## config.mk

```make
export PLATFORM = sky130hd
export DESIGN_NAME = serial_command_line_framer_top_flat
export DESIGN_NICKNAME = d
export VERILOG_FILES = /design/src/hw/rtl/scf_pkg.sv /design/src/hw/rtl/scf_rx_if.sv /design/src/hw/rtl/scf_cmd_if.sv /design/src/hw/rtl/serial_command_line_framer_top.sv /design/src/hw/rtl/scf_datapath.sv /design/src/hw/rtl/scf_ctrl.sv /design/src/flat_wrapper.sv
export SDC_FILE = /design/constraint.sdc
export NUM_CORES = 1
export LEC_CHECK = 0
export BUFFER_PORTS_ARGS = -buffer_cell sky130_fd_sc_hd__buf_2
export CORE_ASPECT_RATIO = 0.6
export CORE_MARGIN = 8
export CORE_UTILIZATION = 63
export DETAILED_ROUTE_END_ITERATION = 10
export GPL_TIMING_DRIVEN = 0
export PLACE_DENSITY = 0.78
export SYNTH_ARGS = -nofsm -noshare
export SYNTH_HDL_FRONTEND = slang
export SYNTH_HIERARCHICAL = 1
export SYNTH_SLANG_ARGS = --single-unit
```

## constraint.sdc

```tcl
create_clock -name clk -period 4.89 [get_ports clk]
set_input_delay 0.489 -clock clk [delete_from_list [all_inputs] [get_ports clk]]
set_output_delay 0.489 -clock clk [all_outputs]
set_load 0.02 [all_outputs]
```

## src/hw/rtl/scf_pkg.sv

```systemverilog
// ----------------------------------------------------------------------------
// Serial command framer package
// Character codes, byte classes and the command and status words that
// pass between the controller and the datapath.
// ----------------------------------------------------------------------------
package scf_pkg;

    localparam logic [7:0] CH_START = 8'h24;
    localparam logic [7:0] CH_END   = 8'h23;
    localparam logic [7:0] CH_BS    = 8'h08;
    localparam logic [7:0] CH_COLON = 8'h3A;
    localparam logic [7:0] CH_KEY_M = 8'h6D;
    localparam logic [7:0] CH_KEY_H = 8'h68;
    localparam logic [7:0] CH_KEY_P = 8'h70;
    localparam logic [7:0] CH_SLASH = 8'h2F;
    localparam logic [7:0] CH_MINUS = 8'h2D;
    localparam logic [7:0] CH_PLUS  = 8'h2B;

    typedef enum logic [2:0] {
        CLS_KEY,
        CLS_START,
        CLS_END,
        CLS_BS,
        CLS_OTHER
    } byte_cls_t;

    typedef enum logic [2:0] {
        SEL_START,
        SEL_KEY,
        SEL_COLON,
        SEL_MEM,
        SEL_EMPTY
    } out_sel_t;

    typedef struct packed {
        logic     accept;
        logic     rd_issue;
        logic     rd_next;
        logic     out_load;
        out_sel_t out_sel;
        logic     clear;
    } ctl_cmd_t;

    typedef struct packed {
        byte_cls_t cls;
        logic      frame_open;
        logic      edited_zero;
        logic      last_byte;
        logic      out_free;
    } dp_stat_t;

    function automatic byte_cls_t classify(input logic [7:0] c);
        byte_cls_t cls;
        if (c == CH_KEY_M || c == CH_KEY_H || c == CH_KEY_P ||
            c == CH_SLASH || c == CH_MINUS || c == CH_PLUS)
        begin
            cls = CLS_KEY;
        end
        else if (c == CH_START)
        begin
            cls = CLS_START;
        end
        else if (c == CH_END)
        begin
            cls = CLS_END;
        end
        else if (c == CH_BS)
        begin
            cls = CLS_BS;
        end
        else
        begin
            cls = CLS_OTHER;
        end
        return cls;
    endfunction

endpackage

```

## src/hw/rtl/scf_rx_if.sv

```systemverilog
// ----------------------------------------------------------------------------
// Received byte channel
// Valid/ready channel that carries one received serial byte per word.
// ----------------------------------------------------------------------------
interface scf_rx_if;
    logic       valid;
    logic       ready;
    logic [7:0] rx_byte;

    modport source (output valid, output rx_byte, input ready);
    modport sink (input valid, input rx_byte, output ready);
endinterface

```

## src/hw/rtl/scf_cmd_if.sv

```systemverilog
// ----------------------------------------------------------------------------
// Command byte channel
// Valid/ready channel that carries one command character per word.
// ----------------------------------------------------------------------------
interface scf_cmd_if;
    logic       valid;
    logic       ready;
    logic [7:0] cmd_byte;
    logic       cmd_last;
    logic       cmd_empty;

    modport source (output valid, output cmd_byte, output cmd_last, output cmd_empty,
                    input ready);
    modport sink (input valid, input cmd_byte, input cmd_last, input cmd_empty,
                  output ready);
endinterface

```

## src/hw/rtl/serial_command_line_framer_top.sv

```systemverilog
// ----------------------------------------------------------------------------
// Serial command line framer
// Frames received serial bytes into commands and emits them word by word.
// ----------------------------------------------------------------------------
// An ordinary received byte is taken while the framer is idle. A single-key
// character holds the input while "$x:" is loaded into the output register
// word by word, longer if the sink stalls. A terminator holds the input while
// each stored character is read from the line store and then loaded into
// the output register, or while the empty word is loaded when the command
// was erased. The line store needs no clearing after reset, so the block
// takes bytes as soon as reset is released.
module serial_command_line_framer_top #(
    parameter int LINE_DEPTH = 64
) (
    input  logic      clk,
    input  logic      rst_n,
    scf_rx_if.sink    rx,
    scf_cmd_if.source cmd
);

    scf_pkg::ctl_cmd_t ctl_cmd;
    scf_pkg::dp_stat_t dp_stat;
    logic              in_ready;

    assign rx.ready = in_ready;

    scf_ctrl u_ctrl (
        .clk      (clk),
        .rst_n    (rst_n),
        .in_valid (rx.valid),
        .in_ready (in_ready),
        .stat     (dp_stat),
        .cmd      (ctl_cmd)
    );

    scf_datapath #(
        .LINE_DEPTH (LINE_DEPTH)
    ) u_datapath (
        .clk       (clk),
        .rst_n     (rst_n),
        .rx_byte   (rx.rx_byte),
        .out_ready (cmd.ready),
        .cmd       (ctl_cmd),
        .stat      (dp_stat),
        .cmd_valid (cmd.valid),
        .cmd_byte  (cmd.cmd_byte),
        .cmd_last  (cmd.cmd_last),
        .cmd_empty (cmd.cmd_empty)
    );

endmodule

```

## src/hw/rtl/scf_datapath.sv

```systemverilog
// ----------------------------------------------------------------------------
// Serial command framer datapath
// Line store, edit and raw counters, read pointer and output register.
// ----------------------------------------------------------------------------
module scf_datapath #(
    parameter int LINE_DEPTH = 64
) (
    input  logic             clk,
    input  logic             rst_n,
    input  logic [7:0]       rx_byte,
    input  logic             out_ready,
    input  scf_pkg::ctl_cmd_t cmd,
    output scf_pkg::dp_stat_t stat,
    output logic             cmd_valid,
    output logic [7:0]       cmd_byte,
    output logic             cmd_last,
    output logic             cmd_empty
);

    localparam int AW = $clog2(LINE_DEPTH);
    localparam logic [AW-1:0] RAW_MAX = AW'(LINE_DEPTH - 1);

    logic [7:0]    line_mem [LINE_DEPTH];
    logic [AW-1:0] raw_reg, raw_next;
    logic [AW-1:0] edited_reg, edited_next;
    logic [AW-1:0] rd_idx_reg, rd_idx_next;
    logic [7:0]    key_reg;
    logic [7:0]    rd_data_reg;
    logic          out_valid_reg, out_valid_next;
    logic [7:0]    out_byte_reg;
    logic          out_last_reg;
    logic          out_empty_reg;
    logic          wr_en;
    logic [AW-1:0] wr_addr;
    logic          frame_open;
    logic          last_byte;
    scf_pkg::byte_cls_t cls;

    assign cls        = scf_pkg::classify(rx_byte);
    assign frame_open = (raw_reg != '0);
    assign last_byte  = (rd_idx_reg == edited_reg - AW'(1));

    assign stat.cls         = cls;
    assign stat.frame_open  = frame_open;
    assign stat.edited_zero = (edited_reg == '0);
    assign stat.last_byte   = last_byte;
    assign stat.out_free    = !out_valid_reg || out_ready;

    always_comb
    begin
        raw_next    = raw_reg;
        edited_next = edited_reg;
        rd_idx_next = rd_idx_reg;
        wr_en       = 1'b0;
        wr_addr     = edited_reg;
        if (cmd.clear)
        begin
            raw_next    = '0;
            edited_next = '0;
            rd_idx_next = '0;
        end
        else if (cmd.rd_next)
        begin
            rd_idx_next = rd_idx_reg + AW'(1);
        end
        else if (cmd.accept)
        begin
            if (!frame_open)
            begin
                if (cls == scf_pkg::CLS_START)
                begin
                    wr_en       = 1'b1;
                    wr_addr     = '0;
                    edited_next = AW'(1);
                    raw_next    = AW'(1);
                end
            end
            else if (cls != scf_pkg::CLS_END)
            begin
                if (cls == scf_pkg::CLS_BS)
                begin
                    if (edited_reg != '0)
                    begin
                        edited_next = edited_reg - AW'(1);
                    end
                end
                else
                begin
                    wr_en       = 1'b1;
                    edited_next = edited_reg + AW'(1);
                end
                if (raw_reg == RAW_MAX)
                begin
                    raw_next    = '0;
                    edited_next = '0;
                end
                else
                begin
                    raw_next = raw_reg + AW'(1);
                end
            end
        end
    end

    always_comb
    begin
        out_valid_next = out_valid_reg;
        if (cmd.out_load)
        begin
            out_valid_next = 1'b1;
        end
        else if (out_ready)
        begin
            out_valid_next = 1'b0;
        end
    end

    always_ff @(posedge clk or negedge rst_n)
    begin
        if (!rst_n)
        begin
            raw_reg       <= '0;
            edited_reg    <= '0;
            rd_idx_reg    <= '0;
            out_valid_reg <= 1'b0;
        end
        else
        begin
            raw_reg       <= raw_next;
            edited_reg    <= edited_next;
            rd_idx_reg    <= rd_idx_next;
            out_valid_reg <= out_valid_next;
        end
    end

    always_ff @(posedge clk)
    begin
        if (wr_en)
        begin
            line_mem[wr_addr] <= rx_byte;
        end
        if (cmd.rd_issue)
        begin
            rd_data_reg <= line_mem[rd_idx_reg];
        end
    end

    always_ff @(posedge clk)
    begin
        if (cmd.accept && !frame_open && cls == scf_pkg::CLS_KEY)
        begin
            key_reg <= rx_byte;
        end
        if (cmd.out_load)
        begin
            unique case (cmd.out_sel)
                scf_pkg::SEL_START:
                begin
                    out_byte_reg  <= scf_pkg::CH_START;
                    out_last_reg  <= 1'b0;
                    out_empty_reg <= 1'b0;
                end
                scf_pkg::SEL_KEY:
                begin
                    out_byte_reg  <= key_reg;
                    out_last_reg  <= 1'b0;
                    out_empty_reg <= 1'b0;
                end
                scf_pkg::SEL_COLON:
                begin
                    out_byte_reg  <= scf_pkg::CH_COLON;
                    out_last_reg  <= 1'b1;
                    out_empty_reg <= 1'b0;
                end
                scf_pkg::SEL_MEM:
                begin
                    out_byte_reg  <= rd_data_reg;
                    out_last_reg  <= last_byte;
                    out_empty_reg <= 1'b0;
                end
                default:
                begin
                    out_byte_reg  <= 8'h00;
                    out_last_reg  <= 1'b1;
                    out_empty_reg <= 1'b1;
                end
            endcase
        end
    end

    assign cmd_valid = out_valid_reg;
    assign cmd_byte  = out_byte_reg;
    assign cmd_last  = out_last_reg;
    assign cmd_empty = out_empty_reg;

    // The edited length never runs ahead of the raw count in an open frame.
    assert property (@(posedge clk) disable iff (!rst_n)
        frame_open |-> (edited_reg <= raw_reg))
        else $error("edited length exceeds raw count");

    // Reads only touch bytes of the current command.
    assert property (@(posedge clk) disable iff (!rst_n)
        cmd.rd_issue |-> (rd_idx_reg < edited_reg))
        else $error("line store read beyond edited length");

    // A new word never overwrites one that the sink has not taken.
    assert property (@(posedge clk) disable iff (!rst_n)
        cmd.out_load |-> (!out_valid_reg || out_ready))
        else $error("output register overwritten");

    // Closing a command leaves the framer idle.
    assert property (@(posedge clk) disable iff (!rst_n)
        cmd.clear |=> (raw_reg == '0 && edited_reg == '0 && rd_idx_reg == '0))
        else $error("framer not idle after command end");

endmodule

```

## src/hw/rtl/scf_ctrl.sv

```systemverilog
// ----------------------------------------------------------------------------
// Serial command framer controller
// Sequences byte intake and the emission of single-key and framed commands.
// ----------------------------------------------------------------------------
module scf_ctrl (
    input  logic              clk,
    input  logic              rst_n,
    input  logic              in_valid,
    output logic              in_ready,
    input  scf_pkg::dp_stat_t stat,
    output scf_pkg::ctl_cmd_t cmd
);

    typedef enum logic [2:0] {
        ST_IDLE,
        ST_KEY_S,
        ST_KEY_X,
        ST_KEY_C,
        ST_EMPTY,
        ST_RD,
        ST_WR
    } state_t;

    state_t state_reg, state_next;

    always_comb
    begin
        state_next   = state_reg;
        in_ready     = 1'b0;
        cmd.accept   = 1'b0;
        cmd.rd_issue = 1'b0;
        cmd.rd_next  = 1'b0;
        cmd.out_load = 1'b0;
        cmd.out_sel  = scf_pkg::SEL_MEM;
        cmd.clear    = 1'b0;
        unique case (state_reg)
            ST_IDLE:
            begin
                in_ready   = 1'b1;
                cmd.accept = in_valid;
                if (in_valid)
                begin
                    if (!stat.frame_open && stat.cls == scf_pkg::CLS_KEY)
                    begin
                        state_next = ST_KEY_S;
                    end
                    else if (stat.frame_open && stat.cls == scf_pkg::CLS_END)
                    begin
                        state_next = stat.edited_zero ? ST_EMPTY : ST_RD;
                    end
                end
            end
            ST_KEY_S:
            begin
                cmd.out_sel = scf_pkg::SEL_START;
                if (stat.out_free)
                begin
                    cmd.out_load = 1'b1;
                    state_next   = ST_KEY_X;
                end
            end
            ST_KEY_X:
            begin
                cmd.out_sel = scf_pkg::SEL_KEY;
                if (stat.out_free)
                begin
                    cmd.out_load = 1'b1;
                    state_next   = ST_KEY_C;
                end
            end
            ST_KEY_C:
            begin
                cmd.out_sel = scf_pkg::SEL_COLON;
                if (stat.out_free)
                begin
                    cmd.out_load = 1'b1;
                    state_next   = ST_IDLE;
                end
            end
            ST_EMPTY:
            begin
                cmd.out_sel = scf_pkg::SEL_EMPTY;
                if (stat.out_free)
                begin
                    cmd.out_load = 1'b1;
                    cmd.clear    = 1'b1;
                    state_next   = ST_IDLE;
                end
            end
            ST_RD:
            begin
                cmd.rd_issue = 1'b1;
                state_next   = ST_WR;
            end
            ST_WR:
            begin
                if (stat.out_free)
                begin
                    cmd.out_load = 1'b1;
                    if (stat.last_byte)
                    begin
                        cmd.clear  = 1'b1;
                        state_next = ST_IDLE;
                    end
                    else
                    begin
                        cmd.rd_next = 1'b1;
                        state_next  = ST_RD;
                    end
                end
            end
            default:
            begin
                state_next = ST_IDLE;
            end
        endcase
    end

    always_ff @(posedge clk or negedge rst_n)
    begin
        if (!rst_n)
        begin
            state_reg <= ST_IDLE;
        end
        else
        begin
            state_reg <= state_next;
        end
    end

    // A store read is always followed by the load of its word.
    assert property (@(posedge clk) disable iff (!rst_n)
        (state_reg == ST_RD) |=> (state_reg == ST_WR))
        else $error("store read not followed by output stage");

    // A terminator with nothing stored gives exactly the empty word.
    assert property (@(posedge clk) disable iff (!rst_n)
        (cmd.accept && stat.frame_open && stat.cls == scf_pkg::CLS_END && stat.edited_zero)
        |=> (state_reg == ST_EMPTY))
        else $error("empty command not flagged");

    // Bytes are taken only between commands.
    assert property (@(posedge clk) disable iff (!rst_n)
        cmd.accept |-> (!cmd.out_load && !cmd.rd_issue && !cmd.clear))
        else $error("byte taken during command emission");

endmodule

```

## src/flat_wrapper.sv

```systemverilog
// flat-port wrapper written by rule: the top's interface ports become plain ports
module serial_command_line_framer_top_flat 
#(
    parameter int LINE_DEPTH = 64
)
  (clk, rst_n, rx_valid, rx_rx_byte, rx_ready, cmd_valid, cmd_cmd_byte, cmd_cmd_last, cmd_cmd_empty, cmd_ready);
  scf_rx_if rx_i ();
  scf_cmd_if cmd_i ();
  input  logic clk;
  input  logic rst_n;
  input wire logic [$bits(rx_i.valid)-1:0] rx_valid;
  input wire logic [$bits(rx_i.rx_byte)-1:0] rx_rx_byte;
  output wire logic [$bits(rx_i.ready)-1:0] rx_ready;
  output wire logic [$bits(cmd_i.valid)-1:0] cmd_valid;
  output wire logic [$bits(cmd_i.cmd_byte)-1:0] cmd_cmd_byte;
  output wire logic [$bits(cmd_i.cmd_last)-1:0] cmd_cmd_last;
  output wire logic [$bits(cmd_i.cmd_empty)-1:0] cmd_cmd_empty;
  input wire logic [$bits(cmd_i.ready)-1:0] cmd_ready;
  assign rx_i.valid = rx_valid;
  assign rx_i.rx_byte = rx_rx_byte;
  assign rx_ready = rx_i.ready;
  assign cmd_valid = cmd_i.valid;
  assign cmd_cmd_byte = cmd_i.cmd_byte;
  assign cmd_cmd_last = cmd_i.cmd_last;
  assign cmd_cmd_empty = cmd_i.cmd_empty;
  assign cmd_i.ready = cmd_ready;
  serial_command_line_framer_top #(.LINE_DEPTH(LINE_DEPTH)) u_core (.clk(clk), .rst_n(rst_n), .rx(rx_i), .cmd(cmd_i));
endmodule
```

==> results.cfg <==
[status]
status = finished with violations
violations = setup timing

[routing]
via_per_inst = 7.278
wl_per_cell_um = 34.83
ant_nets = 0
wirelength_mm = 65.56
drc_errors = 0
first_iter_violations = 2077
vias = 13700
drtPass1Iterations = 6

[timing]
tightest_slew_ns = 1.446
holdWs_ns = 0.3338
finalMaxSlewViolations = 0
rsz0062_at_grt = true
fmax_mhz = 201.4
setup_tns_ns = -3.163
hold_viol = 0
setup_viol_count_final = 72
slew_headroom_pct = 3.625
fin_crit_sh_pct = 101.5
worst_slack_ns = -0.07453
skew_ns = 0.02273
min_period_ns = 4.965

[synthesis]
synth_edf_count = 538
syn-cell-area_um2 = 22920
synthTopCellsByCount = 538 x edfxtp_1, 100 x nor2_1, 96 x mux4_2
avgSynthCellArea_um2 = 18.17
yosys_warnings = 6
yosysTopAreaCell = edfxtp_1
seq_area_frac_synth_pct = 72.87
async_flop_share_pct = 3.929
syn_inst = 1262
ys.flop_type = edfxtp_1
netlist.area_leader.share_pct = 70.47
yosysMostFrequentCell = edfxtp_1
yosys-top-cells-area = edfxtp_1 70%, mux4_2 9.4%, mux2i_1 3.4%
yosysUniqueCellTypes = 75
synth_seq_cells = 560
synth_nets = 1283

[pwr]
power_frac_clock_pct = 35.5
switchingPower_mw = 2.648
combPwrFrac_pct = 12.4
internal_power_mw = 7.811
ir_drop_mv = 0.3832
power.leakage_nw = 8.012
power_frac_seq_pct = 52.1
powerDensity_nw_per_um2 = 405.0
p_sw_share_pct = 25.32

[hold_path]
hold_start = cmd_ready
hold_class = in2reg
min_path_cells = 3
min_to = u_core/u_datapath/cmd_valid

[worst_setup_path]
cp.required_ns = 5.12
path_class = reg2reg
r2r_end = u_core/u_datapath/line_mem[62][1]
timing.rr.start = u_core/u_datapath/edited_reg[1]
endpoint_kind = flip-flop
r2r_cells = 15
crit_arrival_ns = 5.19
startpoint_type = flip-flop
path_max_fanout = 9
r2r_slack_ns = -0.07

[floorplan]
die-area_um2 = 42950
die_w_um = 262.3
fp-row-count = 54
die_h_um = 163.8
start_util_pct = 63.54
io_pins = 24
core_area_um2 = 36080

[global_route]
grt_start_max_net_pins = 73
antenna_found_initial = 2
grt_pass1_wl_mm = 91.77
grt_pass1_vias = 12970
overflow = 0
grt_usage_pct = 30.12

[finish]
final_util_pct = 71.57
largest_reg_flops = 512
top_register = u_core/u_datapath/line_mem
syn2layout_area_growth_pct = 12.64
drive_gt1_share_pct = 24.93
design_area_um2 = 25820
final_nets = 1390

[clock_network]
clockBufferDepth = 3
clock_latency_ns = 0.59
tritoncts = yes
clk_pin_slew_worst_paths_ns = 0.06
cts_root_buf = clkbuf_16
cts-buffers-inserted = 48
cts.sinks = 560
cts_htree_levels = 2

[place]
hpwl_mm = 41.12
gp_congestion = 1.015
place_area_um2 = 23640
port_buffers = 23

[run]
cap_violations = 0
-- layout make-up --
class / count / area, um2
antenna: 2 / 5.005
buffer: 73 / 405.4
clock buffer: 59 / 1264
clock inverter: 26 / 210.2
fill: 2150 / 10260
inverter: 15 / 56.30
multi-input combinational: 613 / 6090
sequential: 560 / 16710
tap: 476 / 595.6
timing repair buffer: 58 / 490.5
-- power groups by stage --
stage	Combinational [mW]	Clock, mW	Sequential (mW)
after floorplan	0.720	0	5.61
after global placement	1.12	0	5.55
after detailed placement	1.16	0	5.56
after CTS	1.20	3.72	5.45
after global routing	1.38	3.89	5.46
final	1.30	3.71	5.45
-- how the worst max path moves through the flow --
stage	from	endpoint	slack (ns)
global route	u_core/u_datapath/rd_idx_reg[2]	u_core/u_datapath/line_mem[2][7]	-0.20
global placement	u_core/u_datapath/rd_idx_reg[2]	u_core/u_datapath/line_mem[35][2]	-0.57
finish	u_core/u_datapath/edited_reg[1]	u_core/u_datapath/line_mem[62][1]	-0.07
CTS	u_core/u_datapath/rd_idx_reg[2]	u_core/u_datapath/line_mem[20][3]	-0.39
floorplan	u_core/u_datapath/edited_reg[0]	u_core/u_datapath/line_mem[35][0]	0.87
detailed placement	u_core/u_datapath/rd_idx_reg[2]	u_core/u_datapath/line_mem[55][7]	-0.53
-- critical path: stages, from the launching register on --
cell	delay [ns]
dfrtp_1	0.38
clkbuf_1	0.24
nor3_2	0.56
mux2_2	0.41
mux2i_1	0.18
o21a_1	0.17
nor3_1	0.06
buf_4	0.14
nor2b_1	0.14
nor2b_1	0.14
clkbuf_1	0.38
nand2b_1	0.28
or4_4	0.16
buf_6	0.15
nand4_2	0.52
nor2_2	0.65
-- metrics by stage --
step / power (mW) / cells / worst slack [ns]
floorplan: 6.326 / 1262 / 0.8727
global placement: 6.672 / 1761 / -0.5731
detailed placement: 6.714 / 1761 / -0.5328
CTS: 10.37 / 1868 / -0.3950
global route: 10.74 / 1880 / -0.2039
finish: 10.46 / 1882 / -0.07453
-- layout by cell type, fill, tap and decap left out, types with 10 or more instances in the layout --
cell and instances:
edfxtp_1 538, o21ai_0 27, buf_2 40, dfrtp_1 22, nor2_1 49, clkbuf_16 49
a22oi_1 12, a21oi_1 32, nor2_2 21, a211oi_1 12, nand2b_1 10, nand2_1 27
inv_1 13, mux4_2 96, nor2_4 30, mux2_2 11, mux2i_1 79, buf_4 41
o22ai_1 13, nand3_1 12, nor2b_1 12, o221ai_1 17, xnor2_1 12, clkbuf_1 38
clkinv_1 11
-- kinds of logic (layout without fill, tap and decap cells) --
logic type                 Yosys count  after routing  synth area share (%)
muxes                              186            186                 13.42
AOI/OAI and AO/OA                  172            172                 5.289
other                                0              2                     0
and+or+nand+nor                    232            232                 5.376
xor gates and xnor gates            14             14                0.5349
DFF                                560            560                 72.87
adders and majority gates            9              9                0.4912
buffers and inverters               89            231                 2.014
-- timing repair --
| action | CTS | global route |
|---|---|---|
| hold buffers | 1 | 0 |
| endpoints found under the hold margin | 22 | 0 |
| buffers inserted | 21 | 13 |
| pin swaps | 10 | 11 |
| gates resized for setup | 41 | 52 |
| setup endpoints to repair | 467 | 432 |
-- routing by layer --
metal	GRT usage (%)	up-vias	part of all wire, %
li1	-	5327	-
met1	42.05	6949	38
met2	40.86	1237	41
met3	15.36	185	18
met4	9.803	0	3.5
met5	0.2250	-	0
Note: power is estimated with default switching activity, not from simulation.
